**src/rtl/timestamp_timebase_rescale_macros.svh**
```systemverilog
// ----------------------------------------------------------------------------
// Timestamp time-base rescaler assertion macros
// Concurrent assertion wrappers, empty when SYNTH is defined.
// ----------------------------------------------------------------------------
`ifndef TIMESTAMP_TIMEBASE_RESCALE_MACROS_SVH
`define TIMESTAMP_TIMEBASE_RESCALE_MACROS_SVH
`ifndef SYNTH
`define TTR_ASSERT_SAME(label, clk, rst, ante, cons) \
   label: assert property (@(posedge clk) disable iff (rst) (ante) |-> (cons)) \
      else $error("ttr assertion failed");
`define TTR_ASSERT_NEXT(label, clk, rst, ante, cons) \
   label: assert property (@(posedge clk) disable iff (rst) (ante) |=> (cons)) \
      else $error("ttr assertion failed");
`else
`define TTR_ASSERT_SAME(label, clk, rst, ante, cons)
`define TTR_ASSERT_NEXT(label, clk, rst, ante, cons)
`endif
`endif

```
**src/rtl/ttr_pkg.sv**
```systemverilog
// ----------------------------------------------------------------------------
// Timestamp time-base rescaler package
// Shared command, status and register codes.
// ----------------------------------------------------------------------------
`timescale 1ns / 1ps
`default_nettype none
package ttr_pkg;
   localparam int unsigned TS_W = 64;
   localparam int unsigned BASE_W = 32;
   localparam int unsigned CNT_W = 8;
   localparam logic [CNT_W-1:0] DIV_WORD_STEPS = 8'd32;
   localparam logic [CNT_W-1:0] DIV_WIDE_STEPS = 8'd128;

   localparam logic [2:0] CSR_SRC_NUM = 3'd0;
   localparam logic [2:0] CSR_SRC_DEN = 3'd1;
   localparam logic [2:0] CSR_DST_NUM = 3'd2;
   localparam logic [2:0] CSR_DST_DEN = 3'd3;
   localparam logic [2:0] CSR_ROUND = 3'd4;

   typedef enum logic [1:0] {
      RND_ZERO,
      RND_FLOOR,
      RND_CEIL,
      RND_NEAREST
   } rnd_type;

   typedef enum logic [3:0] {
      OP_IDLE,
      OP_LOAD,
      OP_GCD,
      OP_CAP_GCD,
      OP_DIV,
      OP_CAP_QUO,
      OP_MUL,
      OP_CAP_MUL,
      OP_PART,
      OP_ACC,
      OP_WIDE_DIV,
      OP_ROUND,
      OP_FINISH,
      OP_FAIL
   } op_type;

   typedef struct packed {
      op_type op;
      logic [1:0] sel;
   } cmd_type;

   typedef struct packed {
      logic base_zero;
      logic gcd_done;
      logic gcd_one;
      logic div_done;
   } stat_type;
endpackage
`default_nettype wire

```
**src/rtl/ttr_ctrl.sv**
```systemverilog
// ----------------------------------------------------------------------------
// Timestamp time-base rescaler controller
// Sequences base checks, gcds, divisions, products and the wide division.
// ----------------------------------------------------------------------------
`timescale 1ns / 1ps
`default_nettype none
module ttr_ctrl (
   input  logic              clock,
   input  logic              reset,
   input  logic              req_valid,
   output logic              req_stall,
   output logic              rsp_valid,
   input  logic              rsp_stall,
   input  ttr_pkg::stat_type stat,
   output ttr_pkg::cmd_type  cmd
);
   typedef enum logic [3:0] {
      S_IDLE, S_CHECK, S_GCD_GO, S_GCD_WAIT, S_DIV_GO, S_DIV_WAIT,
      S_MUL_GO, S_MUL_CAP, S_PART_GO, S_PART_ACC, S_WIDE_GO, S_WIDE_WAIT,
      S_ROUND, S_OUT_OK, S_OUT_FAIL
   } state_type;

   state_type state_ff, state_in;
   logic [1:0] sel_ff, sel_in;
   logic rsp_valid_ff, rsp_valid_in;
   logic out_free;

   assign out_free = !rsp_valid_ff || !rsp_stall;
   assign req_stall = (state_ff != S_IDLE);
   assign rsp_valid = rsp_valid_ff;

   always_comb begin
      state_in = state_ff;
      sel_in = sel_ff;
      cmd.op = ttr_pkg::OP_IDLE;
      cmd.sel = sel_ff;
      rsp_valid_in = rsp_valid_ff && rsp_stall;
      unique case (state_ff)
         S_IDLE: begin
            if (req_valid) begin
               cmd.op = ttr_pkg::OP_LOAD;
               state_in = S_CHECK;
            end
         end
         S_CHECK: begin
            sel_in = 2'd0;
            state_in = stat.base_zero ? S_OUT_FAIL : S_GCD_GO;
         end
         S_GCD_GO: begin
            cmd.op = ttr_pkg::OP_GCD;
            state_in = S_GCD_WAIT;
         end
         S_GCD_WAIT: begin
            if (stat.gcd_done) begin
               if (!sel_ff[1]) begin
                  sel_in = sel_ff + 2'd1;
                  state_in = stat.gcd_one ? S_GCD_GO : S_OUT_FAIL;
               end else begin
                  cmd.op = ttr_pkg::OP_CAP_GCD;
                  sel_in = sel_ff + 2'd1;
                  state_in = sel_ff[0] ? S_DIV_GO : S_GCD_GO;
               end
            end
         end
         S_DIV_GO: begin
            cmd.op = ttr_pkg::OP_DIV;
            state_in = S_DIV_WAIT;
         end
         S_DIV_WAIT: begin
            if (stat.div_done) begin
               cmd.op = ttr_pkg::OP_CAP_QUO;
               sel_in = sel_ff + 2'd1;
               state_in = (sel_ff == 2'd3) ? S_MUL_GO : S_DIV_GO;
            end
         end
         S_MUL_GO: begin
            cmd.op = ttr_pkg::OP_MUL;
            state_in = S_MUL_CAP;
         end
         S_MUL_CAP: begin
            cmd.op = ttr_pkg::OP_CAP_MUL;
            sel_in = sel_ff[0] ? 2'd0 : 2'd1;
            state_in = sel_ff[0] ? S_PART_GO : S_MUL_GO;
         end
         S_PART_GO: begin
            cmd.op = ttr_pkg::OP_PART;
            state_in = S_PART_ACC;
         end
         S_PART_ACC: begin
            cmd.op = ttr_pkg::OP_ACC;
            sel_in = sel_ff + 2'd1;
            state_in = (sel_ff == 2'd3) ? S_WIDE_GO : S_PART_GO;
         end
         S_WIDE_GO: begin
            cmd.op = ttr_pkg::OP_WIDE_DIV;
            state_in = S_WIDE_WAIT;
         end
         S_WIDE_WAIT: begin
            if (stat.div_done) state_in = S_ROUND;
         end
         S_ROUND: begin
            cmd.op = ttr_pkg::OP_ROUND;
            state_in = S_OUT_OK;
         end
         S_OUT_OK: begin
            if (out_free) begin
               cmd.op = ttr_pkg::OP_FINISH;
               rsp_valid_in = 1'b1;
               state_in = S_IDLE;
            end
         end
         S_OUT_FAIL: begin
            if (out_free) begin
               cmd.op = ttr_pkg::OP_FAIL;
               rsp_valid_in = 1'b1;
               state_in = S_IDLE;
            end
         end
         default: state_in = S_IDLE;
      endcase
   end

   always_ff @(posedge clock) begin
      if (reset) begin
         state_ff <= S_IDLE;
         sel_ff <= 2'd0;
         rsp_valid_ff <= 1'b0;
      end else begin
         state_ff <= state_in;
         sel_ff <= sel_in;
         rsp_valid_ff <= rsp_valid_in;
      end
   end
endmodule
`default_nettype wire

```
**config.mk**
```make
export PLATFORM = sky130hd
export DESIGN_NAME = ttr_ctrl
export DESIGN_NICKNAME = d
export VERILOG_FILES = /design/src/rtl/timestamp_timebase_rescale_macros.svh /design/src/rtl/ttr_pkg.sv /design/src/rtl/ttr_ctrl.sv
export SDC_FILE = /design/constraint.sdc
export NUM_CORES = 1
export LEC_CHECK = 0
export BUFFER_PORTS_ARGS = -buffer_cell sky130_fd_sc_hd__buf_2
export CAP_MARGIN = 10
export CORE_MARGIN = 3
export CORE_UTILIZATION = 45
export DETAILED_ROUTE_END_ITERATION = 10
export PLACE_DENSITY = 0.72
export SLEW_MARGIN = 5
export SYNTH_ARGS = -nofsm -noshare
export SYNTH_HDL_FRONTEND = slang
export SYNTH_SLANG_ARGS = --single-unit
export TNS_END_PERCENT = 50
```
**constraint.sdc**
```tcl
create_clock -name clock -period 4.1 [get_ports clock]
set_input_delay 0.205 -clock clock [delete_from_list [all_inputs] [get_ports clock]]
set_output_delay 0.205 -clock clock [all_outputs]
set_load 0.02 [all_outputs]
```
==> impl_results.md, run 1 <==
- RSZ-0062 raised after global routing: false
- Vias per inst: approximately 6.2
- Die height: 47.8 um
- Fin. Hold Viols: 0
- Reg2reg setup slack: about 2.1 ns
- Footprint of the multi-input gates: between 500 and 600 um^2
- Routed Antenna Nets: 0
- Netlist cell types: 45
- Synth top area cells: dfxtp_1 18%, a21oi_1 6.4%, buf_2 5.1%
- Synth Area in Compound Gates: 0.393
- Static leakage: ~0.34 nW
- FP Rows: 14
- Crit start category: register
- Post-cts sizing count: 0
- Number of remaining DRC errors: 0
- Avg Synthesized Cell Area: 7.48 um^2
- Die width: between 40 and 50 um
- Fill cell count: ~160
- CTS tree: done
- DRT Pass-1 Iters: 4
- Number of global-route vias before repair: 649
- Die Area: around 2300 um^2
- Crit path arrival time: between 1.5 and 2 ns
- Net switching power: between 0.3 and 0.4 mW
- Combinational share of power: 0.569
- Hold_buf cts: 0
- Post-Synthesis Cells: 105
- FF-to-FF End: state_ff[1]$_SDFFE_PP0P_
- Post-synthesis xor/xnor area fraction: 0.0334
- Critical path class: reg2out
- Setup crit end kind: output pin
- Worst Tran Pin Value: around 0.88 ns
- R2R Path Start: state_ff[3]$_SDFFE_PP0P_
- Worst Setup SP: state_ff[3]$_SDFFE_PP0P_
- Clk buf depth: 2
- Seq/Total Area, Yosys: 0.178
- Global-route wire length before repair: just under 3000 um
- Final min period: ~2.2 ns
- Status: complete, no violations
- Final setup vio count: 0
- Sequential share of power: 0.326
- Ys Warns: 0
- Seq. cell area: ~140 um^2
- Clock power frac: 0.105
- Fmax achieved: about 0.46 GHz
- Worst Hold Class: in2reg
- EDFF count, synth: 0
- Count of state elements after synthesis: 7
- Clock Skews: about 0.0032 ns
- Worst Path Required: between 3 and 4 ns
- Initial core utilization: 0.498
- Synth top area share: 0.178
- Worst Min Path Start: reset
- DRT iter0 DRCs: 25
- Clk slew on worst S/H paths: ~0.06 ns
- Total number of vias: between 700 and 800
- Setup TNS Final: 0 ns
- Initial antenna violation count: 0
- P&R area growth vs syn: 7.96%
- Io pins: 16
- Fraction of layout cells with a size suffix above 1: 0.221
- Placed cell areas: 822 um^2
- Worst vdd ir: between 0.0003 and 0.0004 V
- Clock latency on the worst-skew pair: approximately 0.25 ns
- Pwr Density: 705 nW/um^2
- H-tree depth: 1
- Mapped Area: around 790 um^2
- Mux contribution to synthesized area: 0.0271
- Async set-or-reset flop fraction in the synthesized netlist: 0
- Avg WL per Cell: 14.2 um
- Final instance area: approximately 850 um^2
- Hold Path Sink: rsp_valid$_SDFF_PP0_
- Post-synth top area cell: dfxtp_1
- Post-DP HPWL: 1280 um
- Net Sw Frac: 0.519
- R2r worst-path depth: 4
- Setup Fix Bufs, Post-CTS: 0
- GP Congestion: roughly 0.81
- Largest net degree at the start of global routing: 29
- Largest family of logic cells by synthesized area: compound AO/OA/AOI/OAI gates
- Internal: ~0.29 mW
- Simple-Gate Fraction of Synth Area: 0.212
- Pins Over Slew Limit: 0
- N_diodes: 0
- Period utilisation layout: 0.535
- Total congestion overflow: 0
- Max transition margin: 0.410
- Gr usage total: 0.180
- Num CTS Buffers: 3
- Max-cap violation count: 0
- Mapped Nets: around 120
- Top FF cell, synth: dfxtp_1
- Clock Sink Count: 7
- Drt total wl: between 1500 and 2000 um
- Input/output buffers: 15
- Nets: roughly 120
- Adder and majority gate portion of the synthesized area: 0.0573
- Worst-path fanout max: 28
- CTS root buf: clkbuf_4
- Core ar.: about 1600 um^2
- Hold Path Depth: 2
==> layout make-up <==
class	instances	share of cell area
repair buffers	15	0.0885
multi-input cells	82	0.670
well taps	16	0.0236
clock buffers	4	0.0310
inverters	5	0.0221
flip-flops and latches	7	0.165
==> logic make-up after synthesis <==
| kind of cell | Yosys count |
|---|---|
| AOI/OAI and AO/OA | 42 |
| xor gates and xnor gates | 3 |
| DFF | 7 |
| and+or+nand+nor | 31 |
| buffers and inverters | 16 |
| adders and majority gates | 4 |
| muxes | 2 |
==> worst max path at each step <==
| stage | endpoint | slack [ns] |
|---|---|---|
| 2_1_floorplan | cmd[4] | 2.45 |
| 3_3_place_gp | state_ff[2]$_SDFFE_PP0P_ | 2.19 |
| 3_5_place_dp | cmd[2] | 2.16 |
| 4_1_cts | cmd[2] | 1.89 |
| 5_1_grt | cmd[2] | 1.67 |
| 6_report | cmd[2] | 1.91 |
==> stage by stage <==
| step | instances | setup WS [ns] | total power [mW] | hold slack [ns] | utilization |
|---|---|---|---|---|---|
| 4_1_cts | 129 | 1.89 | 0.597 | 0.227 | 0.538 |
| 3_3_place_gp | 125 | 2.19 | 0.525 | 0.486 | 0.521 |
| 6_report | 129 | 1.91 | 0.598 | 0.230 | 0.538 |
| 3_5_place_dp | 125 | 2.16 | 0.532 | 0.488 | 0.521 |
| 2_1_floorplan | 105 | 2.45 | 0.474 | 0.407 | - |
| 5_1_grt | 129 | 1.67 | 0.650 | 0.230 | 0.538 |
==> state kept, by name, summed over array words and instances, names as in the netlist <==
register   cells
sel_ff         2
state_ff       4
rsp_valid      1
==> cells in the final DEF, fill, tap and decap left out, types with 2 or more instances in the layout <==
cell type,n
nand2b_1,4
nor2_1,8
o211ai_1,2
maj3_1,2
inv_1,4
o2111a_1,2
nand3_1,3
clkbuf_4,3
dfxtp_1,7
o21ai_1,4
a31oi_1,2
buf_2,15
a22o_1,2
o22ai_1,3
nor2b_1,2
nand3b_1,2
ha_1,2
nand2_1,7
o21ai_0,3
a21oi_1,10
o21bai_1,2
xor2_1,2
==> worst max-delay path, cell delays in order (launching register included) <==
cell      delay [ns]
dfxtp_1         0.88
nand2b_1        0.18
a311oi_1        0.36
a21oi_1         0.07
o21ai_1         0.07
buf_2           0.18
==> Yosys cell counts, types with 2 or more instances <==
| library cell | n |
|---|---|
| o21ai_0 | 3 |
| inv_1 | 4 |
| nand3b_1 | 2 |
| o211ai_1 | 2 |
| nor2b_1 | 2 |
| maj3_1 | 2 |
| xor2_1 | 2 |
| nand3_1 | 3 |
| a22o_1 | 2 |
| nor2_1 | 8 |
| a21oi_1 | 10 |
| nand2_1 | 7 |
| o22ai_1 | 3 |
| o21ai_1 | 4 |
| nand2b_1 | 4 |
| a31oi_1 | 2 |
| buf_2 | 8 |
| dfxtp_1 | 7 |
| ha_1 | 2 |
| o21bai_1 | 2 |
| o2111a_1 | 2 |
==> power by group through the flow <==
stage	combinational [mW]	clock, mW	sequential, mW
detailed placement	0.339	0	0.194
floorplan	0.371	0	0.103
global route	0.374	0.0699	0.205
finish	0.340	0.0627	0.195
CTS	0.341	0.0638	0.192
global placement	0.333	0	0.192
==> routing by layer <==
layer  wire length (um)  global-route usage  share of wire
met5                  0                   0              0
met4                  0              0.0161              0
met3                 95              0.0451          0.052
met2                845               0.282           0.46
met1                885               0.257           0.48
(Power assumes the default switching activity.)
==> run 2: changes to the inputs <==
--- a/config.mk
+++ b/config.mk
@@ -10,7 +10,7 @@
 export CORE_MARGIN = 3
 export CORE_UTILIZATION = 45
 export DETAILED_ROUTE_END_ITERATION = 10
-export PLACE_DENSITY = 0.72
+export PLACE_DENSITY = 0.75
 export SLEW_MARGIN = 5
 export SYNTH_ARGS = -nofsm -noshare
 export SYNTH_HDL_FRONTEND = slang
==> constraint.sdc (replaced) <==
create_clock -name clock -period 1.8 [get_ports clock]
set_input_delay 0.09 -clock clock [delete_from_list [all_inputs] [get_ports clock]]
set_output_delay 0.09 -clock clock [all_outputs]
set_load 0.02 [all_outputs]
==> run 2 against run 1 <==
Net effect: combinational power rose to 3.0 times the previous value; first-iteration DRC count fell by 24%; worst hold slack got worse by 0.12 ns; sequential cell count did not move; critical path type unchanged.
==> impl_results.md, run 2 (synthesized netlist as in run 1, its figures left out) <==
- Number of remaining DRC errors: 0
- Routed Antenna Nets: 0
- Drt total wl: 2000 um
- Io pins: 16
- Initial antenna violation count: 0
- Final min period: roughly 1.7 ns
- Worst vdd ir: roughly 0.00059 V
- Number of global-route vias before repair: 723
- Max transition margin: 0.689
- Fraction of layout cells with a size suffix above 1: 0.283
- Slowest stage cell, crit path: dfxtp_1
- Clk slew on worst S/H paths: around 0.05 ns
- Met2 routed WL: between 900 and 1000 um
- Setup Fix Bufs, Post-CTS: 0
- Met1 WL: 926 um
- Pins Over Slew Limit: 0
- Highest Signal Layer: met3
- Worst Hold Class: in2reg
- CP dominant cell by count: a21oi_1
- Setup crit end kind: output pin
- Avg WL per Cell: 14.7 um
- Setup TNS Final: 0 ns
- Max-cap violation count: 0
- Crit path arrival time: around 1.6 ns
- Period utilisation layout: 0.941
- Die Area: 2280 um^2
- Placed cell areas: between 800 and 900 um^2
- Die width: 47.8 um
- Reg2reg setup slack: around 0.2 ns
- Worst Tran Pin Value: between 0.4 and 0.5 ns
- Clock latency on the worst-skew pair: approximately 0.25 ns
- Critical path class: reg2out
- Pre-CTS WS: 0.205 ns
- CTS tree: done
- Fmax achieved: 0.590 GHz
- WL met3: roughly 110 um
- Commonest cells after routing, fill and taps aside: 15 x buf_2, 10 x a21oi_1, 8 x nor2_1
- Final Worst Setup Slack: 0.106 ns
- Clock Sink Count: 7
- Vias per inst: 6.40
- Num CTS Buffers: 3
- Critical-path cell list: buf_4 > a21oi_1 > a311oi_1 > a21oi_1 > o21ai_1 > buf_2
- Max reg flops: 4
- Crit start category: register
- FP Rows: 14
- Status: complete, no violations
- Fill cell count: 146
- Gr usage total: 0.190
- Footprint of the multi-input gates: between 500 and 600 um^2
- Largest net degree at the start of global routing: 15
- Max incr delay on CP: between 0.5 and 0.6 ns
- Die height: 47.8 um
- Commonest non-fill, non-tap cell in the layout: buf_2
- Worst-path fanout max: 11
- Hold_buf cts: 0
- H-tree depth: 1
- N_diodes: 0
- Clock Skews: 0.00267 ns
- Seq. cell area: between 100 and 150 um^2
- Pwr Density: between 1500 and 2000 nW/um^2
- Post-DP HPWL: approximately 1500 um
- Fin. Hold Viols: 0
- CTS root buf: clkbuf_4
- Initial core utilization: 0.498
- P&R area growth vs syn: 15.0%
- Worst Path Required: 1.71 ns
- RSZ-0062 raised after global routing: false
- Final instance area: about 900 um^2
- Static leakage: approximately 0.38 nW
- Total number of vias: slightly below 900
- Clk buf depth: 2
- Nets: 131
- DRT iter0 DRCs: 19
- Global-route wire length before repair: about 3100 um
- DRT Pass-1 Iters: 4
- Top reg by flops: state_ff
- GP Congestion: ~0.88
- Final setup vio count: 0
- Input/output buffers: 15
- Total congestion overflow: 0
- Core ar.: roughly 1600 um^2
[run 2: changes by cell type in the layout (fill, tap and decap cells not counted)]
cell     delta
buf_4       +7
dfxtp_1     -2
dfxtp_2     +2
[run 2: repair_timing]
| action | CTS | global route |
|---|---|---|
| endpoints found under the hold margin | 0 | 0 |
| endpoints found under the setup margin | 0 | 2 |
| resized for setup | 0 | 2 |
[run 2: area by class of cell]
cell class | count | area share
clock buffers | 4 | 0.0291
multi-input cells | 82 | 0.629
inverters | 5 | 0.0208
well taps | 16 | 0.0222
repair buffers | 22 | 0.141
flip-flops and latches | 7 | 0.158
[run 2: final timing paths]
path	from	to	cells past startpoint
max	state_ff[2]$_SDFFE_PP0P_	cmd[2]	6
min	reset	state_ff[0]$_SDFFE_PP0P_	2
max reg2reg	state_ff[3]$_SDFFE_PP0P_	state_ff[2]$_SDFFE_PP0P_	5
min reg2reg	sel_ff[0]$_SDFFE_PP0P_	sel_ff[0]$_SDFFE_PP0P_	2
[run 2: per-stage QoR]
stage               hold WS [ns]  utilization  std cells  power, mW
floorplan                  0.292            -        105       1.08
global placement           0.368        0.555        132       1.29
detailed placement         0.375        0.555        132       1.31
CTS                       0.0995        0.571        136       1.46
global route               0.101        0.573        136       1.58
finish                     0.106        0.573        136       1.47
[run 2: worst max-delay path, delay by kind of cell, from the launching register on]
family          cells  cell delay (ns)
compound gates      4             0.41
buf+inv             2             0.39
flops               1             0.55
[run 2: layer usage]
metal,GRT usage,vias to the layer above
li1,-,425
met1,0.229,415
met2,0.332,31
met3,0.0602,0
met4,0.0323,0
met5,0,-
[run 2: power breakdown]
group | internal [mW] | switching (mW)
logic | 0.446 | 0.577
registers | 0.201 | 0.106
clock network | 0.0846 | 0.0577
total | 0.732 | 0.741
